===== src/fts_pkg.sv =====
// Shared types and constants of the fan tachometer speed meter.
// Used by the channels, the configuration block and the top level.
package fts_pkg;

	localparam int CNT_W      = 16;
	localparam int RPM_W      = 20;
	localparam int SCALE_W    = 26;
	localparam int NUM_W      = CNT_W + SCALE_W;
	localparam int EPR_W      = 5;
	localparam int MIN_W      = 16;
	localparam int CFG_IDX_W  = 2;
	localparam int CFG_DATA_W = 16;

	// Microseconds per minute: turns edges per microsecond into rpm.
	localparam logic [SCALE_W-1:0] RPM_SCALE = SCALE_W'(60000000);
	localparam logic [RPM_W-1:0]   RPM_MAX   = '1;
	localparam logic [CNT_W-1:0]   CNT_MAX   = '1;

	localparam logic [MIN_W-1:0] MIN_INTERVAL_RST = MIN_W'(2000);
	localparam logic [EPR_W-1:0] EDGES_PER_REV_RST = EPR_W'(4);

	localparam logic [CFG_IDX_W-1:0] CFG_MIN_INTERVAL  = 2'd0;
	localparam logic [CFG_IDX_W-1:0] CFG_EDGES_PER_REV = 2'd1;
	localparam logic [CFG_IDX_W-1:0] CFG_TACHO_ENABLED = 2'd2;

	localparam logic FUNC_EDGE = 1'b0;
	localparam logic FUNC_READ = 1'b1;

	typedef struct packed {
		logic [MIN_W-1:0] min_interval;
		logic [EPR_W-1:0] edges_per_rev;
		logic             tacho_enabled;
	} fts_cfg_t;

endpackage


===== src/fts_if.sv =====
// Valid/ready channels of the fan tachometer speed meter.
// Depends on fts_pkg for the result field widths.
interface fts_in_if #(parameter int TIME_BITS = 48);
	logic                 valid;
	logic                 ready;
	logic                 func;
	logic                 fan;
	logic [TIME_BITS-1:0] time_us;

	modport source (output valid, func, fan, time_us, input ready);
	modport sink (input valid, func, fan, time_us, output ready);
endinterface

interface fts_out_if;
	logic                       valid;
	logic                       ready;
	logic                       fan_out;
	logic [fts_pkg::RPM_W-1:0]  fan_speed;

	modport source (output valid, fan_out, fan_speed, input ready);
	modport sink (input valid, fan_out, fan_speed, output ready);
endinterface


===== src/fts_cfg.sv =====
// Configuration registers of the fan tachometer speed meter.
// Depends on fts_pkg for the register indexes and the fts_cfg_t type.
module fts_cfg (
	input  logic                             clk,
	input  logic                             arst_n,
	input  logic                             wr_en,
	input  logic [fts_pkg::CFG_IDX_W-1:0]    index,
	input  logic [fts_pkg::CFG_DATA_W-1:0]   data,
	output fts_pkg::fts_cfg_t                cfg
);

	fts_pkg::fts_cfg_t cfg_q;

	always_ff @(posedge clk or negedge arst_n) begin
		if (!arst_n) begin
			cfg_q.min_interval  <= fts_pkg::MIN_INTERVAL_RST;
			cfg_q.edges_per_rev <= fts_pkg::EDGES_PER_REV_RST;
			cfg_q.tacho_enabled <= 1'b1;
		end else if (wr_en) begin
			case (index)
				fts_pkg::CFG_MIN_INTERVAL: begin
					cfg_q.min_interval <= data[fts_pkg::MIN_W-1:0];
				end
				fts_pkg::CFG_EDGES_PER_REV: begin
					cfg_q.edges_per_rev <= data[fts_pkg::EPR_W-1:0];
				end
				fts_pkg::CFG_TACHO_ENABLED: begin
					cfg_q.tacho_enabled <= data[0];
				end
				default: begin
				end
			endcase
		end
	end

	assign cfg = cfg_q;

endmodule


===== src/fts_div.sv =====
// Bit-serial restoring divider with a saturated quotient.
// One numerator bit per cycle through a single subtractor; no package use.
module fts_div #(
	parameter int NW = 42,
	parameter int DW = 53,
	parameter int QW = 20
) (
	input  logic          clk,
	input  logic          arst_n,
	input  logic          start,
	input  logic [NW-1:0] num,
	input  logic [DW-1:0] den,
	output logic          done,
	output logic [QW-1:0] quot
);

	localparam int CW = (NW > 1) ? $clog2(NW) : 1;

	logic [NW-1:0] num_q;
	logic [DW-1:0] den_q;
	logic [DW-1:0] rem_q;
	logic [QW-1:0] quot_q;
	logic          ovf_q;
	logic [CW-1:0] cnt_q;
	logic          busy_q;
	logic          done_q;

	logic [DW:0] trial;
	logic [DW:0] diff;
	logic        ge;

	// Shift the next numerator bit into the partial remainder and try the divisor.
	assign trial = {rem_q, num_q[NW-1]};
	assign diff  = trial - {1'b0, den_q};
	assign ge    = (trial >= {1'b0, den_q});

	always_ff @(posedge clk or negedge arst_n) begin
		if (!arst_n) begin
			num_q  <= '0;
			den_q  <= '0;
			rem_q  <= '0;
			quot_q <= '0;
			ovf_q  <= 1'b0;
			cnt_q  <= '0;
			busy_q <= 1'b0;
			done_q <= 1'b0;
		end else begin
			done_q <= 1'b0;
			if (start) begin
				num_q  <= num;
				den_q  <= den;
				rem_q  <= '0;
				quot_q <= '0;
				ovf_q  <= 1'b0;
				cnt_q  <= CW'(NW - 1);
				busy_q <= 1'b1;
			end else if (busy_q) begin
				num_q  <= {num_q[NW-2:0], 1'b0};
				rem_q  <= ge ? diff[DW-1:0] : trial[DW-1:0];
				quot_q <= {quot_q[QW-2:0], ge};
				// A one shifted past the top quotient bit means the result saturates.
				ovf_q  <= ovf_q | quot_q[QW-1];
				cnt_q  <= cnt_q - 1'b1;
				if (cnt_q == '0) begin
					busy_q <= 1'b0;
					done_q <= 1'b1;
				end
			end
		end
	end

	assign done = done_q;
	assign quot = ovf_q ? '1 : quot_q;

endmodule


===== src/fan_tacho_speed_meter.sv =====
// Fan tachometer speed meter: top level with the item sequencer and per-fan state.
// Depends on fts_pkg, the fts_in_if/fts_out_if channels, fts_cfg and fts_div.
//
// Each word on the item channel is a tacho edge or a speed read for one fan. An edge
// counts when tacho counting is enabled and more than min_interval microseconds has
// passed since that fan's last counted edge; it gives no result and passes through
// S_EDGE before the next word is taken, unless it is dropped for a disabled tacho or
// an out-of-range fan index. A read reports count*60000000/(edges_per_rev*elapsed)
// rpm, saturated to 20 bits, then clears the count and stores the read time. A read
// puts its result word out when the bit-serial divider, which retires one of the 42
// numerator bits per cycle, is done, and the next word can be taken once that word
// is out; a read with no counted edges, zero elapsed time or an out-of-range fan
// index skips the divider. A finished result that finds the output register still
// full waits there, and the block takes nothing until it moves in. The block takes
// one word at a time; a result in the output register does not hold up the next word.
// Counts saturate at 65535, and all time differences are taken modulo 2^TIME_BITS.
module fan_tacho_speed_meter #(
	parameter int NUM_FANS  = 2,
	parameter int TIME_BITS = 48
) (
	input  logic                             clk,
	input  logic                             arst_n,
	fts_in_if.sink                           item,
	fts_out_if.source                        result,
	input  logic                             cfg_wr_en,
	input  logic [fts_pkg::CFG_IDX_W-1:0]    cfg_index,
	input  logic [fts_pkg::CFG_DATA_W-1:0]   cfg_data
);

	localparam int FIW = (NUM_FANS > 1) ? $clog2(NUM_FANS) : 1;
	localparam int NW  = fts_pkg::NUM_W;
	localparam int DW  = TIME_BITS + fts_pkg::EPR_W;

	typedef enum logic [2:0] {
		S_IDLE,
		S_EDGE,
		S_PREP,
		S_DIV,
		S_FINISH
	} state_t;

	fts_pkg::fts_cfg_t cfg;

	state_t                   state_q;
	logic                     fan_q;
	logic [TIME_BITS-1:0]     t_q;
	logic [fts_pkg::RPM_W-1:0] rpm_q;
	logic                     res_valid_q;
	logic                     res_fan_q;
	logic [fts_pkg::RPM_W-1:0] res_rpm_q;

	logic [TIME_BITS-1:0]     last_edge_q [NUM_FANS];
	logic [TIME_BITS-1:0]     last_read_q [NUM_FANS];
	logic [fts_pkg::CNT_W-1:0] count_q    [NUM_FANS];

	logic [FIW-1:0]            fan_idx;
	logic [TIME_BITS-1:0]      ref_time;
	logic [TIME_BITS-1:0]      elapsed;
	logic                      edge_ok;
	logic [fts_pkg::CNT_W-1:0] count_cur;
	logic [fts_pkg::EPR_W-1:0] epr_eff;
	logic [NW-1:0]             num_prod;
	logic [DW-1:0]             den_prod;
	logic                      item_fan_ok;
	logic                      accept;
	logic                      div_start;
	logic                      div_done;
	logic [fts_pkg::RPM_W-1:0] div_quot;

	fts_cfg u_cfg (
		.clk    (clk),
		.arst_n (arst_n),
		.wr_en  (cfg_wr_en),
		.index  (cfg_index),
		.data   (cfg_data),
		.cfg    (cfg)
	);

	assign fan_idx   = FIW'(fan_q);
	// One subtractor serves both the edge gap and the read interval.
	assign ref_time  = (state_q == S_EDGE) ? last_edge_q[fan_idx] : last_read_q[fan_idx];
	assign elapsed   = t_q - ref_time;
	assign edge_ok   = elapsed > TIME_BITS'(cfg.min_interval);
	assign count_cur = count_q[fan_idx];
	assign epr_eff   = (cfg.edges_per_rev == '0) ? fts_pkg::EPR_W'(1) : cfg.edges_per_rev;
	assign num_prod  = NW'(count_cur) * NW'(fts_pkg::RPM_SCALE);
	assign den_prod  = DW'(epr_eff) * DW'(elapsed);

	assign item_fan_ok = (32'(item.fan) < NUM_FANS);
	assign item.ready  = (state_q == S_IDLE);
	assign accept      = item.valid && item.ready;

	assign div_start = (state_q == S_PREP) && (count_cur != '0) && (elapsed != '0);

	fts_div #(
		.NW (NW),
		.DW (DW),
		.QW (fts_pkg::RPM_W)
	) u_div (
		.clk    (clk),
		.arst_n (arst_n),
		.start  (div_start),
		.num    (num_prod),
		.den    (den_prod),
		.done   (div_done),
		.quot   (div_quot)
	);

	always_ff @(posedge clk or negedge arst_n) begin
		if (!arst_n) begin
			state_q     <= S_IDLE;
			fan_q       <= 1'b0;
			t_q         <= '0;
			rpm_q       <= '0;
			res_valid_q <= 1'b0;
			res_fan_q   <= 1'b0;
			res_rpm_q   <= '0;
		end else begin
			if ((state_q == S_FINISH) && (!res_valid_q || result.ready)) begin
				res_valid_q <= 1'b1;
				res_fan_q   <= fan_q;
				res_rpm_q   <= rpm_q;
			end else if (result.ready) begin
				res_valid_q <= 1'b0;
			end
			case (state_q)
				S_IDLE: begin
					if (accept) begin
						fan_q <= item.fan;
						t_q   <= item.time_us;
						if (item.func == fts_pkg::FUNC_EDGE) begin
							if (item_fan_ok && cfg.tacho_enabled) begin
								state_q <= S_EDGE;
							end
						end else if (item_fan_ok) begin
							state_q <= S_PREP;
						end else begin
							rpm_q   <= '0;
							state_q <= S_FINISH;
						end
					end
				end
				S_EDGE: begin
					state_q <= S_IDLE;
				end
				S_PREP: begin
					if (count_cur == '0) begin
						rpm_q   <= '0;
						state_q <= S_FINISH;
					end else if (elapsed == '0) begin
						rpm_q   <= fts_pkg::RPM_MAX;
						state_q <= S_FINISH;
					end else begin
						state_q <= S_DIV;
					end
				end
				S_DIV: begin
					if (div_done) begin
						rpm_q   <= div_quot;
						state_q <= S_FINISH;
					end
				end
				S_FINISH: begin
					if (!res_valid_q || result.ready) begin
						state_q <= S_IDLE;
					end
				end
				default: begin
					state_q <= S_IDLE;
				end
			endcase
		end
	end

	always_ff @(posedge clk or negedge arst_n) begin
		if (!arst_n) begin
			for (int i = 0; i < NUM_FANS; i++) begin
				last_edge_q[i] <= '0;
				last_read_q[i] <= '0;
				count_q[i]     <= '0;
			end
		end else begin
			if ((state_q == S_EDGE) && edge_ok) begin
				last_edge_q[fan_idx] <= t_q;
				if (count_cur != fts_pkg::CNT_MAX) begin
					count_q[fan_idx] <= count_cur + 1'b1;
				end
			end
			// The divider holds its own copies of the operands, so the read can clear now.
			if (state_q == S_PREP) begin
				count_q[fan_idx]     <= '0;
				last_read_q[fan_idx] <= t_q;
			end
		end
	end

	assign result.valid     = res_valid_q;
	assign result.fan_out   = res_fan_q;
	assign result.fan_speed = res_rpm_q;

endmodule

===== src/flat_wrapper.sv =====
// flat-port wrapper written by rule: the top's interface ports become plain ports
module fan_tacho_speed_meter_flat 
#(
	parameter int NUM_FANS  = 2,
	parameter int TIME_BITS = 48
)
  (clk, arst_n, cfg_wr_en, cfg_index, cfg_data, item_valid, item_func, item_fan, item_time_us, item_ready, result_valid, result_fan_out, result_fan_speed, result_ready);
  fts_in_if #(.TIME_BITS(TIME_BITS)) item_i ();
  fts_out_if result_i ();
  input  logic clk;
  input  logic arst_n;
  input  logic cfg_wr_en;
  input  logic [fts_pkg::CFG_IDX_W-1:0] cfg_index;
  input  logic [fts_pkg::CFG_DATA_W-1:0] cfg_data;
  input wire logic [$bits(item_i.valid)-1:0] item_valid;
  input wire logic [$bits(item_i.func)-1:0] item_func;
  input wire logic [$bits(item_i.fan)-1:0] item_fan;
  input wire logic [$bits(item_i.time_us)-1:0] item_time_us;
  output wire logic [$bits(item_i.ready)-1:0] item_ready;
  output wire logic [$bits(result_i.valid)-1:0] result_valid;
  output wire logic [$bits(result_i.fan_out)-1:0] result_fan_out;
  output wire logic [$bits(result_i.fan_speed)-1:0] result_fan_speed;
  input wire logic [$bits(result_i.ready)-1:0] result_ready;
  assign item_i.valid = item_valid;
  assign item_i.func = item_func;
  assign item_i.fan = item_fan;
  assign item_i.time_us = item_time_us;
  assign item_ready = item_i.ready;
  assign result_valid = result_i.valid;
  assign result_fan_out = result_i.fan_out;
  assign result_fan_speed = result_i.fan_speed;
  assign result_i.ready = result_ready;
  fan_tacho_speed_meter #(.NUM_FANS(NUM_FANS), .TIME_BITS(TIME_BITS)) u_core (.clk(clk), .arst_n(arst_n), .item(item_i), .result(result_i), .cfg_wr_en(cfg_wr_en), .cfg_index(cfg_index), .cfg_data(cfg_data));
endmodule

===== config.mk =====
export PLATFORM = sky130hd
export DESIGN_NAME = fan_tacho_speed_meter_flat
export DESIGN_NICKNAME = d
export VERILOG_FILES = /design/src/fts_pkg.sv /design/src/fts_if.sv /design/src/fts_cfg.sv /design/src/fts_div.sv /design/src/fan_tacho_speed_meter.sv /design/src/flat_wrapper.sv
export SDC_FILE = /design/constraint.sdc
export NUM_CORES = 2
export LEC_CHECK = 0
export ABC_AREA = 1
export BUFFER_PORTS_ARGS = -buffer_cell sky130_fd_sc_hd__buf_2
export CAP_MARGIN = 15
export CORE_UTILIZATION = 35
export DETAILED_ROUTE_END_ITERATION = 8
export PLACE_DENSITY_LB_ADDON = 0.08
export SYNTH_ARGS = -nofsm -noshare
export SYNTH_HDL_FRONTEND = slang
export SYNTH_SLANG_ARGS = --single-unit

===== constraint.sdc =====
create_clock -name clk -period 6.9 [get_ports clk]
set_input_delay 1.035 -clock clk [delete_from_list [all_inputs] [get_ports clk]]
set_output_delay 1.035 -clock clk [all_outputs]
set_load 0.02 [all_outputs]

==> impl_results.md <==
- Outcome: finished, final reports clean
- Number of core rows: 128
- Fmax: roughly 150 MHz
- Mapped Area: 43000 um^2
- Clock transition at the registers of the reported paths: around 60 ps
- First-pass GRT wire length: 211000 um
- Aggregate routed wire length: 131000 um
- Initial Util: 0.353
- RSZ-0062 raised after global routing: yes
- Slew @ Worst Pin: 1060 ps
- Clock sinks: between 500 and 600
- Total of max-cap violations: 0
- Syn nets: around 6.5k
- Setup ws final: 303 ps
- Share of cells above drive strength 1: 0.147
- Die X-Extent: 353 um
- Layout area overhead: 18.3%
- Crit path DAT: roughly 7100 ps
- CORE AREA: 122000 um^2
- Longest Clk Path Bufs: 3
- Crit Path Category: reg -> reg
- Warnings from Yosys: 0
- Total inserted antenna cells: 0
- Post-Synth Adder-Cell Area: 0.199
- Sequential standard cell area: 12800 um^2
- Number of flops mapped to enable cells by yosys: 0
- Worst slew margin: 0.291
- Post-synthesis cell type count: 50
- Post-DP HPWL: 102000 um
- Final ANT Viol Nets: 0
- Multiplexer share of the synthesized area: 0.00546
- Drt first pass iters: 6
- Worst Setup End Kind: flop
- Final cell count without fillers: 7871
- Commonest cells in the netlist: nand2_1 (1430), inv_1 (900), nor2_1 (547), dfrtp_1 (501), o21ai_0 (439)
- Ports: 96
- Port Buf Inserts: 95
- Worst setup SP type: flop
- Main combinational cell family by area after synthesis: simple AND/OR/NAND/NOR gates
- Worst path slowest cell: fa_1
- Clock skew: 49.7 ps
- Xor and xnor area share after synthesis: 0.0330
- Async SR Flop Fraction: 1.00
- CP top delay family: adder cells
- Hold Fails Final Rpt: 0
- CP max stage delay: 540 ps
- Mapped Avg Cell Area: 7.32 um^2
- Synth top area share: 0.291
- Wire length per cell: approximately 17 um
- Initial antenna violation count: 1
- Post-CTS Hold Buffers: 0
- Most frequent CP cell: nand2_1
- Tcrit/Tclk final: 0.956
- GRT Util Overall: 0.210
- Vias post-DR: 38.0k
- Grt ovf: 0
- CP bufs+invs: 10
- Layout Utilization: 0.418
- Root Buffer: clkbuf_16
- Post-synthesis sequential area ratio: 0.296
- Final setup violation count: 0
- Area occupied by multi-input gates: ~27000 um^2
- Layout filler cell count: 12.8k
- Register bit total from synthesis: 509
- Crit path time final: 6600 ps
- Placed insts: about 7.7k
- Fin nets: between 6k and 7k
- Via/cell ratio: 4.83
- Die Height: between 300 and 400 um
- Vias in the first global route: roughly 38k
- Worst min path class: in -> async
- Max Slew Vio Count: 0
- Clock latency on the worst-skew pair: 680 ps
- Post-synth top area cell: dfrtp_1
- Worst-path maximum fanout: 8
- GPL Wtd Cong: 0.911
- Simple-Gate Fraction of Synth Area: 0.238
- DR DRC count: 0
- Pre-CTS worst setup slack: -169 ps
- Initial DRC Count: 2103
- Die area: 124000 um^2
- Largest net degree at the start of global routing: around 150
- H-tree depth: 2
- Most frequent cell after synthesis: nand2_1
- Mapped Cells: a little under 6k
- Compound-Gate Fraction of Synth Area: 0.124
- CTS tree: yes
- Total CTS buffers: 61
- Critical Path RT: 7420 ps
- Dominant synthesized flop cell: dfrtp_1
- Synth top area cells: dfrtp_1 (29%), nand2_1 (12%), fa_1 (10%)
-- worst reg2reg max path: cells and delay by family (launching register included) --
| family | cells | cell delay, ps |
|---|---|---|
| fa+ha+maj | 5 | 2240 |
| simple gates | 12 | 1380 |
| buf+inv | 10 | 1160 |
| compound gates | 8 | 1040 |
| flops | 1 | 440 |
| xor+xnor | 1 | 230 |
-- kinds of logic (layout without fill, tap and decap cells) --
family,Yosys count,in the layout
AO/OA/AOI/OAI,1009,1009
XOR/XNOR,156,156
adder cells (fa/ha/maj),551,551
buffers and inverters,1143,1509
multiplexers,21,21
AND/OR/NAND/NOR,2491,2491
flip-flops,509,509
-- worst paths after layout --
check / slack, ps / cells past startpoint / from / to
max: 300 / 36 / u_core.state_q[2]$_DFFE_PN0P_ / u_core.u_div.den_q[45]$_DFFE_PN0P_
min: 350 / 1 / arst_n / u_core.result.fan_speed[1]$_DFFE_PN0P_
max reg2reg: 300 / 36 / u_core.state_q[2]$_DFFE_PN0P_ / u_core.u_div.den_q[45]$_DFFE_PN0P_
min reg2reg: 470 / 2 / u_core.rpm_q[1]$_DFFE_PN0P_ / u_core.rpm_q[1]$_DFFE_PN0P_
max in group asynchronous: 5080 / 2 / arst_n / u_core.last_edge_q[90]$_DFFE_PN0P_
min in group clk: 470 / 2 / u_core.rpm_q[1]$_DFFE_PN0P_ / u_core.rpm_q[1]$_DFFE_PN0P_
-- metal layers --
layer	share of wire	vias to the layer above	GRT usage
li1	-	19300	-
met1	0.51	18000	0.307
met2	0.44	540	0.329
met3	0.026	168	0.0176
met4	0.028	2	0.0601
met5	0.000099	-	0
-- metrics by stage --
stage	hold slack [ps]	TNS (ps)	instance area, um^2
detailed placement	460	-599	47300
CTS	341	0	49600
global route	384	-482	50900
floorplan	438	0	43000
global placement	457	-524	47300
finish	348	0	50900
-- sequential cells by signal, summed over array words and instances (netlist names), 6 cells and up, named ones only --
signal,count
u_core.last_edge_q,96
u_core.last_read_q,96
u_core.result.fan_speed,20
u_core.rpm_q,20
u_core.t_q,48
u_core.u_cfg.cfg,22
u_core.u_div.cnt_q,6
u_core.u_div.den_q,53
u_core.u_div.num_q,34
u_core.u_div.quot_q,20
u_core.u_div.rem_q,53
-- timing repair --
item	CTS	global route
gates resized for setup	8	255
gates cloned	2	4
pin swaps	3	62
setup buffers	1	32
setup endpoints to repair	13	36
-- placed cells by master, fill, tap and decap left out, types with 12 or more instances in the layout --
cell type  instances
nand2_1         1386
inv_1            895
dfrtp_1          498
nor2_1           484
o21ai_0          416
buf_4            339
nand3_1          335
a21oi_1          295
ha_1             295
fa_1             220
o21ai_1          104
buf_2             94
xor2_1            74
clkbuf_16         66
nand4_1           65
xnor2_1           65
a31oi_1           63
nor2_2            59
nand2_2           55
inv_2             38
a21oi_2           35
a21o_1            26
or2_2             22
mux2_2            20
nor3_1            19
o21bai_1          19
ha_2              17
clkinv_2          17
ha_4              16
buf_12            16
nand3b_1          12
-- cell type report --
class                           count  share of cell area
Sequential cell                   509               0.250
Timing Repair Buffer              461              0.0707
Tap cell                         1625              0.0399
Multi-Input combinational cell   4228               0.527
Inverter                          935              0.0690
Clock inverter                     36             0.00987
Clock buffer                       77              0.0333
Power is left out: the tool's default activity adds up to more than one toggle a clock period on the data nets, which glitch-free logic cannot reach.
